[config.mk]
export PLATFORM = sky130hd
export DESIGN_NAME = bbd_ctrl
export DESIGN_NICKNAME = d
export VERILOG_FILES = /design/src/rtl/core/bbd_pkg.sv /design/src/rtl/core/bbd_ctrl.sv
export SDC_FILE = /design/constraint.sdc
export NUM_CORES = 1
export LEC_CHECK = 0
export BUFFER_PORTS_ARGS = -buffer_cell sky130_fd_sc_hd__buf_2
export CAP_MARGIN = 30
export CORE_MARGIN = 10
export CORE_UTILIZATION = 30
export DETAILED_ROUTE_END_ITERATION = 16
export SLEW_MARGIN = 10
export SYNTH_ARGS = -nofsm -noshare
export SYNTH_HDL_FRONTEND = slang
export SYNTH_SLANG_ARGS = --single-unit
[constraint.sdc]
create_clock -name clock -period 5.1 [get_ports clock]
set_input_delay 0.765 -clock clock [delete_from_list [all_inputs] [get_ports clock]]
set_output_delay 0.765 -clock clock [all_outputs]
set_load 0.1 [all_outputs]
[src/rtl/core/bbd_pkg.sv]
// Shared types, constants and helpers for the bilinear Bayer demosaic block.
// No dependencies; imported by every module of the block except bbd_ram.
package bbd_pkg;

   localparam int MAX_WIDTH  = 2048;
   localparam int MAX_HEIGHT = 2048;
   localparam int DIM_W      = 12;
   localparam int PIX_W      = 8;
   localparam int ADDR_W     = $clog2(MAX_WIDTH);
   localparam int LINE_W     = 2 * PIX_W;

   // Request kind carried in tuser.
   localparam logic KIND_RAW   = 1'b0;
   localparam logic KIND_FLUSH = 1'b1;

   // Register indexes of the control port.
   localparam logic REG_FRAME_WIDTH  = 1'b0;
   localparam logic REG_FRAME_HEIGHT = 1'b1;

   typedef logic [PIX_W-1:0] pix_type;
   typedef logic [DIM_W-1:0] dim_type;

   // Window indexed [column][row]; column 0 is the left, row 0 the top.
   typedef logic [2:0][2:0][PIX_W-1:0] win_type;

   // Decoded request handed from position tracking to the interpolator.
   typedef struct packed {
      logic              keep;     // request updates state (not an ignored flush)
      logic              drain;    // frame fully input, sample reads as zero
      logic              emit;     // this request produces a pixel
      logic              eof;      // produced pixel is the last of the frame
      logic              rodd;
      logic              codd;
      logic              top;
      logic              bottom;
      logic              left;
      logic              right;
      logic              addr_ok;
      logic [ADDR_W-1:0] addr;
      pix_type           sample;
   } item_type;

   function automatic dim_type clamp_dim(input dim_type v, input int maxv);
      dim_type r;
      r = v;
      if (v < DIM_W'(2)) begin
         r = DIM_W'(2);
      end else if (32'(v) > maxv) begin
         r = DIM_W'(maxv);
      end
      return r;
   endfunction

endpackage

[src/rtl/core/bbd_ctrl.sv]
// Input position tracking: row/column counters, edge flags and request decode.
// Depends on bbd_pkg.
module bbd_ctrl (
   input  logic              clock,
   input  logic              reset,
   input  bbd_pkg::dim_type  frame_width,
   input  bbd_pkg::dim_type  frame_height,
   input  logic              accept,
   input  logic              kind,
   input  bbd_pkg::pix_type  sample,
   output bbd_pkg::item_type item
);
   import bbd_pkg::*;

   dim_type row_ff, row_in;
   dim_type col_ff, col_in;
   dim_type w, h;
   dim_type er, ec;
   logic    pre, post, wrap;

   always_comb begin
      w = clamp_dim(frame_width, MAX_WIDTH);
      h = clamp_dim(frame_height, MAX_HEIGHT);

      item.drain = (row_ff >= h);
      item.keep  = !(kind == KIND_FLUSH && !item.drain);

      // At the start of a row the right-edge pixel of the row two above is due.
      pre  = (col_ff == '0) && (row_ff >= DIM_W'(2));
      post = !pre && (col_ff >= DIM_W'(1)) && (row_ff >= DIM_W'(1));
      er   = pre ? row_ff - DIM_W'(2) : row_ff - DIM_W'(1);
      ec   = pre ? w - DIM_W'(1) : col_ff - DIM_W'(1);

      item.emit    = pre || post;
      item.rodd    = er[0];
      item.codd    = ec[0];
      item.top     = (er == '0);
      item.bottom  = (er >= h - DIM_W'(1));
      item.left    = (ec == '0);
      item.right   = (ec >= w - DIM_W'(1));
      item.eof     = item.emit && item.bottom && item.right;
      item.addr_ok = (32'(col_ff) < MAX_WIDTH);
      item.addr    = col_ff[ADDR_W-1:0];
      item.sample  = item.drain ? '0 : sample;

      wrap   = ({1'b0, col_ff} + (DIM_W+1)'(1)) >= {1'b0, w};
      row_in = row_ff;
      col_in = col_ff;
      if (accept && item.keep) begin
         if (item.eof) begin
            row_in = '0;
            col_in = '0;
         end else if (wrap) begin
            row_in = row_ff + DIM_W'(1);
            col_in = '0;
         end else begin
            col_in = col_ff + DIM_W'(1);
         end
      end
   end

   always_ff @(posedge clock) begin
      if (reset) begin
         row_ff <= '0;
         col_ff <= '0;
      end else begin
         row_ff <= row_in;
         col_ff <= col_in;
      end
   end

endmodule

==> flow_metrics.tcl, run 1 <==
set metrics [dict create \
    synth_common_cells "ha_1 (60), nand2_1 (55), a21oi_1 (54)" \
    worstPathMaxFanout 6 \
    p_leak_nw 2.264 \
    synth_cell_types 56 \
    cts_made_buffers 3 \
    wl_per_cell_um 15.39 \
    worst_pin_slew_ps 650.4 \
    final_area_um2 5199 \
    finalSetupTns_ps 0 \
    async_flop_share_pct 0 \
    syn_area_per_cell_um2 7.139 \
    grt_pass1_vias 4233 \
    critPathArrivalTime_ps 4280 \
    peakVddDrop_uv 109.7 \
    rsz0062_at_grt "true" \
    worstPathRequired_ps 4340 \
    synthCells 558 \
    holdWs_ps 562.1 \
    start_util_pct 30.32 \
    place_congestion 0.8561 \
    critPathKind "in2out" \
    clk_latency_ps 260 \
    skew_ps 5.642 \
    min_period_ps 5043 \
    ys_seq_elements 24 \
    syn_to_final_growth_pct 30.50 \
    grt_max_degree 39 \
    status "finished clean" \
    layoutNonFillerInstCount 815 \
    core_um2 13140 \
    yosys-top-cells-area "ha_1 (19%), dfxtp_1 (12%), a21oi_1 (6.8%)" \
    die_area_um2 18290 \
    hold_class "reg2reg" \
    cts-root-buf "clkbuf_16" \
    place_ws_ps -192.8 \
    cts_max_path_buffers 2 \
    synth_top_cell_by_area "ha_1" \
    via_count 4375 \
    antenna_cells 0 \
    final_nets 736 \
    timing.final.ws_setup_ps 56.91 \
    fin_util_pct 39.57 \
    antenna_found_initial 0 \
    ys_warn_count 0 \
    place_inst 810 \
    netlist_area_um2 3984 \
    final.fill_count 1341 \
    clkTransAtPathRegs_ps 70 \
    cts_tree "built" \
    cap_viol_max_count 0 \
    finalCritPeriodShare_pct 98.88 \
    io_buffers 65 \
    max_slew_margin_pct 56.03 \
    synth.top_cell.area_share_pct 18.84 \
    placed_area_um2 5024 \
    rows 42 \
    end_kind "primary output" \
    cellPowerDensity_nw_per_um2 153.3 \
    critPathLaunchType "primary input" \
    synthFlopType "dfxtp_1" \
    h-tree-depth 1 \
    dr.pass1.iters 5 \
    synth_edf_count 0 \
    power_mw 0.7972 \
    track_usage_pct 13.33 \
    finalWirelength_um 12540 \
    fmax_mhz 198.3 \
    detail-route-antenna-nets 0 \
    slew_violations 0 \
    post-dp-hpwl_um 10390 \
    via_per_inst 5.368 \
    overflow 0 \
    io_pins 66 \
    initialDrtViolationCount 333 \
    yosysMostFrequentCell "ha_1" \
    cts_sinks 24 \
    grt_pass1_wl_um 20770 \
    setup_violations 0 \
    seq_area_frac_synth_pct 12.06 \
    drc 0 \
    die_h_um 135.2 \
    die_w_um 135.2 \
    layout-drive-gt1-share_pct 24.88 \
    hold_viol 0 \
]
[layout by cell type, fill, tap and decap left out, types with 4 or more instances in the layout]
cell type,count
nor2b_1,8
dfxtp_1,24
nand2_1,55
a211oi_1,4
buf_12,12
nor2_1,27
or4_1,12
and2_1,9
a21oi_2,5
and3_1,4
a21oi_1,48
nor4_1,7
buf_2,53
a21o_1,6
a31oi_1,8
mux2i_1,7
nor3_1,19
or3_1,9
xor2_1,15
nand2b_1,5
o211ai_1,13
xnor2_1,20
ha_1,58
o21ai_0,20
nand3_1,23
o31ai_1,4
or2_2,5
inv_1,30
nand4_1,9
buf_4,51
[sequential cells by signal, indices dropped and copies added (netlist names)]
register	flops
col_ff	12
row_ff	12
[path summary, 6_finish.rpt]
kind | from | end | slack [ps] | depth (start not counted)
min reg2reg | col_ff[1] | col_ff[1] | 560 | 2
min | col_ff[1] | col_ff[1] | 560 | 2
max reg2reg | col_ff[2] | col_ff[3] | 550 | 17
max | frame_width[2] | item[26] | 60 | 16
[what timing repair did]
item                       4_1_cts  5_1_grt
setup buffers                    0        1
pin swaps                        1        2
resized for setup                4        9
hold endpoints to repair         0        0
setup endpoints to repair        1       11
hold buffers                     0        0
[final cells by class]
cell class	count	area (um2)	area share, %
Clock buffer	3	75.07	1.444
Sequential cell	24	480.5	9.242
Timing Repair Buffer	117	893.4	17.18
Tap cell	176	220.2	4.236
Inverter	32	123.9	2.383
Clock inverter	1	30.03	0.5776
Multi-Input combinational cell	462	3376	64.93
[where the power goes]
group,total (mW),switching (mW),internal [mW]
combinational,0.382,0.232,0.150
sequential,0.191,0.00272,0.189
clock,0.224,0.0683,0.156
total,0.797,0.303,0.494
[critical path, stage by stage]
cell,delay [ps]
buf_2,100
or4_1,550
or4_4,590
nand3_2,130
ha_4,190
clkbuf_2,170
a21oi_1,70
a311o_1,350
a21oi_1,230
ha_1,290
a21o_1,170
a21oi_2,190
o21ai_4,100
nand3_4,120
clkinvlp_4,100
buf_12,170
[cells by family after synthesis]
group	count (synthesis)	share of synthesized area (%)
buf+inv	73	8.229
mux	7	1.759
simple gates	220	29.68
xor+xnor	36	7.915
fa+ha+maj	60	18.84
compound gates	137	21.42
other cells	1	0.09413
flops	24	12.06
[per-layer routing]
metal / wire length, um / track usage [%] / up-vias / part of all wire, %
met2: 5874 / 22.82 / 108 / 47
met1: 5942 / 17.51 / 2066 / 47
li1: - / - / 2197 / -
met5: 0 / 0 / - / 0
met4: 44 / 1.435 / 0 / 0.35
met3: 679 / 2.411 / 4 / 5.4
Power figures use the tool's default switching activity.
==> run 2: changes to the inputs <==
--- a/config.mk
+++ b/config.mk
@@ -5,11 +5,13 @@
 export SDC_FILE = /design/constraint.sdc
 export NUM_CORES = 1
 export LEC_CHECK = 0
+export ABC_AREA = 1
 export BUFFER_PORTS_ARGS = -buffer_cell sky130_fd_sc_hd__buf_2
 export CAP_MARGIN = 30
 export CORE_MARGIN = 10
 export CORE_UTILIZATION = 30
 export DETAILED_ROUTE_END_ITERATION = 16
+export SKIP_CTS_REPAIR_TIMING = 1
 export SLEW_MARGIN = 10
 export SYNTH_ARGS = -nofsm -noshare
 export SYNTH_HDL_FRONTEND = slang
==> constraint.sdc (replaced) <==
create_clock -name clock -period 5.1 [get_ports clock]
set_input_delay 0.255 -clock clock [delete_from_list [all_inputs] [get_ports clock]]
set_output_delay 0.255 -clock clock [all_outputs]
set_load 0.1 [all_outputs]
==> run 2 against run 1 <==
  * Sequential power about the same
  * Worst setup slack gained 860 ps
  * Global-route usage down 1.7 points
  * Total power fell by 5.7%
  * Clock-buffer cell count is the same
  * Register-to-register slack better by 760 ps
  * Non-clock buffer count down 51
  * First-iteration DRC count fell by 8.4%
  * Hold slack worse by 130 ps
  * Utilization down 6.4 points
==> flow_metrics.tcl, run 2 <==
set metrics [dict create \
    power_mw 0.7519 \
    syn_area_per_cell_um2 6.403 \
    crit_family "simple AND/OR/NAND/NOR gates" \
    async_flop_share_pct 0 \
    crit_path_frequent_cell "inv_1" \
    grt_max_degree 26 \
    place_inst 942 \
    hold_class "in2reg" \
    final_area_um2 5031 \
    synthFlopType "dfxtp_1" \
    cp_slowest_cell "dfxtp_1" \
    final.fill_count 1654 \
    critPathKind "reg2out" \
    rsz0062_at_grt "false" \
    hold_viol 0 \
    rows 45 \
    track_usage_pct 11.67 \
    die_w_um 144.2 \
    clkTransAtPathRegs_ps 60 \
    peakVddDrop_uv 101.8 \
    wl_per_cell_um 12.76 \
    setup_violations 0 \
    core_um2 15150 \
    finalWirelength_um 12070 \
    io_buffers 65 \
    worstPathRequired_ps 4850 \
    fin_util_pct 33.22 \
    synth_edf_count 0 \
    die_h_um 144.2 \
    worst_pin_slew_ps 774.3 \
    dr.pass1.iters 5 \
    slew_violations 0 \
    post-dp-hpwl_um 10290 \
    clk_latency_ps 260 \
    synth_top_cell_by_area "ha_1" \
    synth_cell_types 46 \
    cap_viol_max_count 0 \
    cts_tree "built" \
    switching_share_pct 40.70 \
    synth.top_cell.area_share_pct 16.22 \
    ys_seq_elements 24 \
    max_slew_margin_pct 48.32 \
    cellPowerDensity_nw_per_um2 149.5 \
    skew_ps 7.122 \
    p_comb_share_pct 45.0 \
    path_buf_inv 5 \
    antenna_cells 0 \
    syn_to_final_growth_pct 8.676 \
    detail-route-antenna-nets 0 \
    crit_path_cell_trace "inv_1, ha_1, nor2_4, nand2_4, nand2_8, nand3_4, nand2_2, nor2_1, nor2_1, inv_1, ha_1, nand2_1, inv_1, nand3_1, or3_1, o21ai_2, nand3_2, inv_1, buf_2" \
    rrSetupSlack_ps 1310 \
    min_period_ps 4187 \
    cts_sinks 24 \
    initialDrtViolationCount 305 \
    place_congestion 0.8587 \
    via_count 4468 \
    synthCells 723 \
    critPathLaunchType "flip-flop" \
    worstPathMaxFanout 19 \
    critPathArrivalTime_ps 3930 \
    yosysMostFrequentCell "nand2_1" \
    finalCritPeriodShare_pct 82.10 \
    status "finished clean" \
    seq_area_frac_synth_pct 10.38 \
    layout_commonest_cell "nand2_1" \
    overflow 0 \
    p_leak_nw 2.588 \
    placed_area_um2 4926 \
    p_seq_share_pct 25.6 \
    via_per_inst 4.723 \
    grt_pass1_vias 4177 \
    power.net_switching_mw 0.3060 \
    layoutNonFillerInstCount 946 \
    p_clk_share_pct 29.4 \
    cts-root-buf "clkbuf_16" \
    yosys-top-cells-area "ha_1 (16%), nand2_1 (13%), dfxtp_1 (10%)" \
    antenna_found_initial 0 \
    drc 0 \
    max_stage_delay_ps 540 \
    finalSetupTns_ps 0 \
    io_pins 66 \
    end_kind "primary output" \
    cts_made_buffers 3 \
    die_area_um2 20800 \
    cts_max_path_buffers 2 \
    final_cell_mix "nand2_1 (165), inv_1 (91), buf_2 (65), ha_1 (60), nor2_1 (54)" \
    start_util_pct 30.57 \
    h-tree-depth 1 \
    netlist_area_um2 4629 \
    fmax_mhz 238.8 \
    synth_common_cells "nand2_1 (165), inv_1 (91), ha_1 (60)" \
    ys_warn_count 0 \
    final_nets 855 \
    grt_pass1_wl_um 20340 \
    top_regs "col_ff (12), row_ff (12)" \
    layout-drive-gt1-share_pct 17.55 \
    p_int_mw 0.4459 \
]
## run 2: worst register-to-register path: cells and delay by family (launching register included)
kind / cells / cell delay [ps]
flops: 1 / 540
buf+inv: 3 / 340
fa+ha+maj: 2 / 560
compound gates: 2 / 260
simple gates: 14 / 1960
## run 2: power groups by stage
stage / Sequential (mW) / Clock (mW) / Combinational [mW]
floorplan: 0.196 / 0 / 0.266
global placement: 0.197 / 0 / 0.338
detailed placement: 0.197 / 0 / 0.339
CTS: 0.193 / 0.226 / 0.341
global route: 0.193 / 0.235 / 0.383
finish: 0.193 / 0.221 / 0.338
## run 2: cell type report
cell class / instances / area (um2) / share of cell area [%]
well taps: 188 / 235.2 / 4.675
repair buffers: 66 / 332.8 / 6.615
multi-input cells: 558 / 3468 / 68.94
clock inverters: 1 / 30.03 / 0.5969
clock buffers: 3 / 75.07 / 1.492
inverters: 106 / 409.1 / 8.132
flip-flops and latches: 24 / 480.5 / 9.550
## run 2: kinds of logic (layout without fill, tap and decap cells)
family          count (synthesis)  after routing  synth area share (%)
compound gates                 82             82                 9.811
xor+xnor                       47             47                 8.892
fa+ha+maj                      60             60                 16.22
buf+inv                       142            176                 14.87
flops                          24             24                 10.38
other cells                     1              2               0.08100
simple gates                  367            367                 39.76
## run 2: final timing paths
check,end,cells past startpoint,start
setup / recovery,item[26],19,row_ff[0]
hold / removal,row_ff[4],2,reset
setup reg to reg,row_ff[1],21,row_ff[0]
hold reg to reg,col_ff[1],2,col_ff[1]
## run 2: metal layers
layer,up-vias,part of all wire (%),track usage [%]
met5,-,0,0
met4,0,1.6,3.032
met3,11,3.2,0.8527
met2,68,47,19.30
met1,1968,49,15.99
li1,2421,-,-
## run 2: through the flow
stage               worst slack [ps]  hold WS [ps]
global placement                1132         532.1
CTS                            868.0         426.3
floorplan                      574.2         324.1
finish                         913.0         431.2
global route                   613.7         453.2
detailed placement              1065         530.9
==> run 3: changes to the inputs <==
==> constraint.sdc (replaced) <==
create_clock -name clock -period 3.9 [get_ports clock]
set_input_delay 0.195 -clock clock [delete_from_list [all_inputs] [get_ports clock]]
set_output_delay 0.195 -clock clock [all_outputs]
set_load 0.1 [all_outputs]
==> run 3 against run 2 <==
  * Worst setup slack got worse by 680 ps
  * Global-route usage increased by 0.29 points
  * Clock-buffer cell count unchanged
  * Die area unchanged
  * First-iteration DRC count increased by 52%
  * Register-to-register slack got worse by 1100 ps
  * Via count increased by 3.3%
==> flow_metrics.tcl, run 3 (synthesis gave the netlist of run 2 again) <==
set metrics [dict create \
    track_usage_pct 11.97 \
    cap_viol_max_count 0 \
    met3WireLength_um 622 \
    rsz0062_at_grt "false" \
    syn_to_final_growth_pct 15.05 \
    hold_end "col_ff[1]" \
    place_congestion 0.9109 \
    critPathArrivalTime_ps 3470 \
    top_regs "col_ff (12), row_ff (12)" \
    power_mw 1.012 \
    worstPathRequired_ps 3700 \
    min_from "reset" \
    cellPowerDensity_nw_per_um2 190.0 \
    layout-drive-gt1-share_pct 21.68 \
    detail-route-antenna-nets 0 \
    dr_wl_met2_um 5914 \
    worst_pin_slew_ps 789.7 \
    fin_util_pct 35.17 \
    overflow 0 \
    antenna_found_initial 0 \
    io_pins 66 \
    r2r_cells 24 \
    cts_tree "built" \
    timing.rr.end "row_ff[1]" \
    die_h_um 144.2 \
    h-tree-depth 1 \
    wl_met1_um 6261 \
    end_kind "primary output" \
    rows 45 \
    cts_made_buffers 3 \
    cts-root-buf "clkbuf_16" \
    rrSetupSlack_ps 250 \
    final_nets 881 \
    antenna_cells 0 \
    layout_commonest_cell "nand2_1" \
    via_per_inst 4.749 \
    finalWirelength_um 12920 \
    final_area_um2 5326 \
    wl_per_cell_um 13.30 \
    p_leak_nw 2.722 \
    start_util_pct 30.57 \
    r2r-start "col_ff[0]" \
    cts_sinks 24 \
    slew_violations 0 \
    status "finished clean" \
    clkTransAtPathRegs_ps 60 \
    critPathLaunchType "flip-flop" \
    skew_ps 7.805 \
    grt_pass1_wl_um 20870 \
    placed_area_um2 5092 \
    core_um2 15150 \
    max_slew_margin_pct 47.30 \
    place_inst 958 \
    finalCritPeriodShare_pct 93.91 \
    fmax_mhz 273.0 \
    hold_depth 2 \
    highest_layer "met4" \
    setup_violations 0 \
    die_w_um 144.2 \
    die_area_um2 20800 \
    post-dp-hpwl_um 10620 \
    drc 0 \
    grt_pass1_vias 4210 \
    io_buffers 65 \
    dr.pass1.iters 5 \
    final_cell_mix "nand2_1 (164), inv_1 (89), buf_2 (63), ha_1 (59), nor2_1 (53)" \
    hold_class "in2reg" \
    timing.final.ws_setup_ps 237.6 \
    layoutNonFillerInstCount 972 \
    worstPathMaxFanout 18 \
    grt_max_degree 26 \
    min_period_ps 3662 \
    critPathKind "reg2out" \
    initialDrtViolationCount 463 \
    clk_latency_ps 260 \
    holdWs_ps 362.6 \
    cts_max_path_buffers 2 \
    hold_viol 0 \
    via_count 4616 \
    place_ws_ps 39.39 \
    finalSetupTns_ps 0 \
    peakVddDrop_uv 201.7 \
]
==> run 3: final cells by class <==
| type | count | area, um2 |
|---|---|---|
| clock inverter | 1 | 30.03 |
| fill | 1593 | 9819 |
| timing repair buffer | 91 | 563.0 |
| tap | 188 | 235.2 |
| sequential | 24 | 481.7 |
| inverter | 106 | 412.9 |
| multi-input combinational | 559 | 3528 |
| clock buffer | 3 | 75.07 |
==> run 3: layer usage <==
metal / vias to the layer above / GRT usage, %
met4: 0 / 2.553
li1: 2456 / -
met2: 107 / 19.22
met1: 2042 / 17.09
met5: - / 0
met3: 11 / 0.7871
==> run 3: how the worst max path moves through the flow <==
stage | from | to
5_1_grt | col_ff[0] | item[26]
4_1_cts | col_ff[0] | item[26]
3_3_place_gp | col_ff[0] | row_ff[7]
6_report | col_ff[0] | item[26]
3_5_place_dp | frame_height[7] | row_ff[5]
2_1_floorplan | frame_height[7] | item[0]
==> run 3: critical path, cell delays in order, from the launching register on <==
cell and delay (ps):
dfxtp_2 370, inv_2 120, ha_2 210, nand2_2 90
nor2_8 130, nand2_4 90, nor2_8 110, nand2_8 80
buf_12 130, inv_8 100, nand2_1 60, nand2_1 50
inv_1 60, ha_1 270, nand2_1 40, inv_1 50
nand3_1 80, or3_1 350, o21ai_4 290, nand3_4 190
clkinvlp_4 130, buf_12 170
==> run 3: report_power, final <==
part / total, mW / leakage [nW] / internal, mW / switching [mW]
Combinational: 0.467 / 2.48 / 0.143 / 0.324
Clock: 0.293 / 0.0511 / 0.204 / 0.0891
Sequential: 0.252 / 0.194 / 0.247 / 0.00427
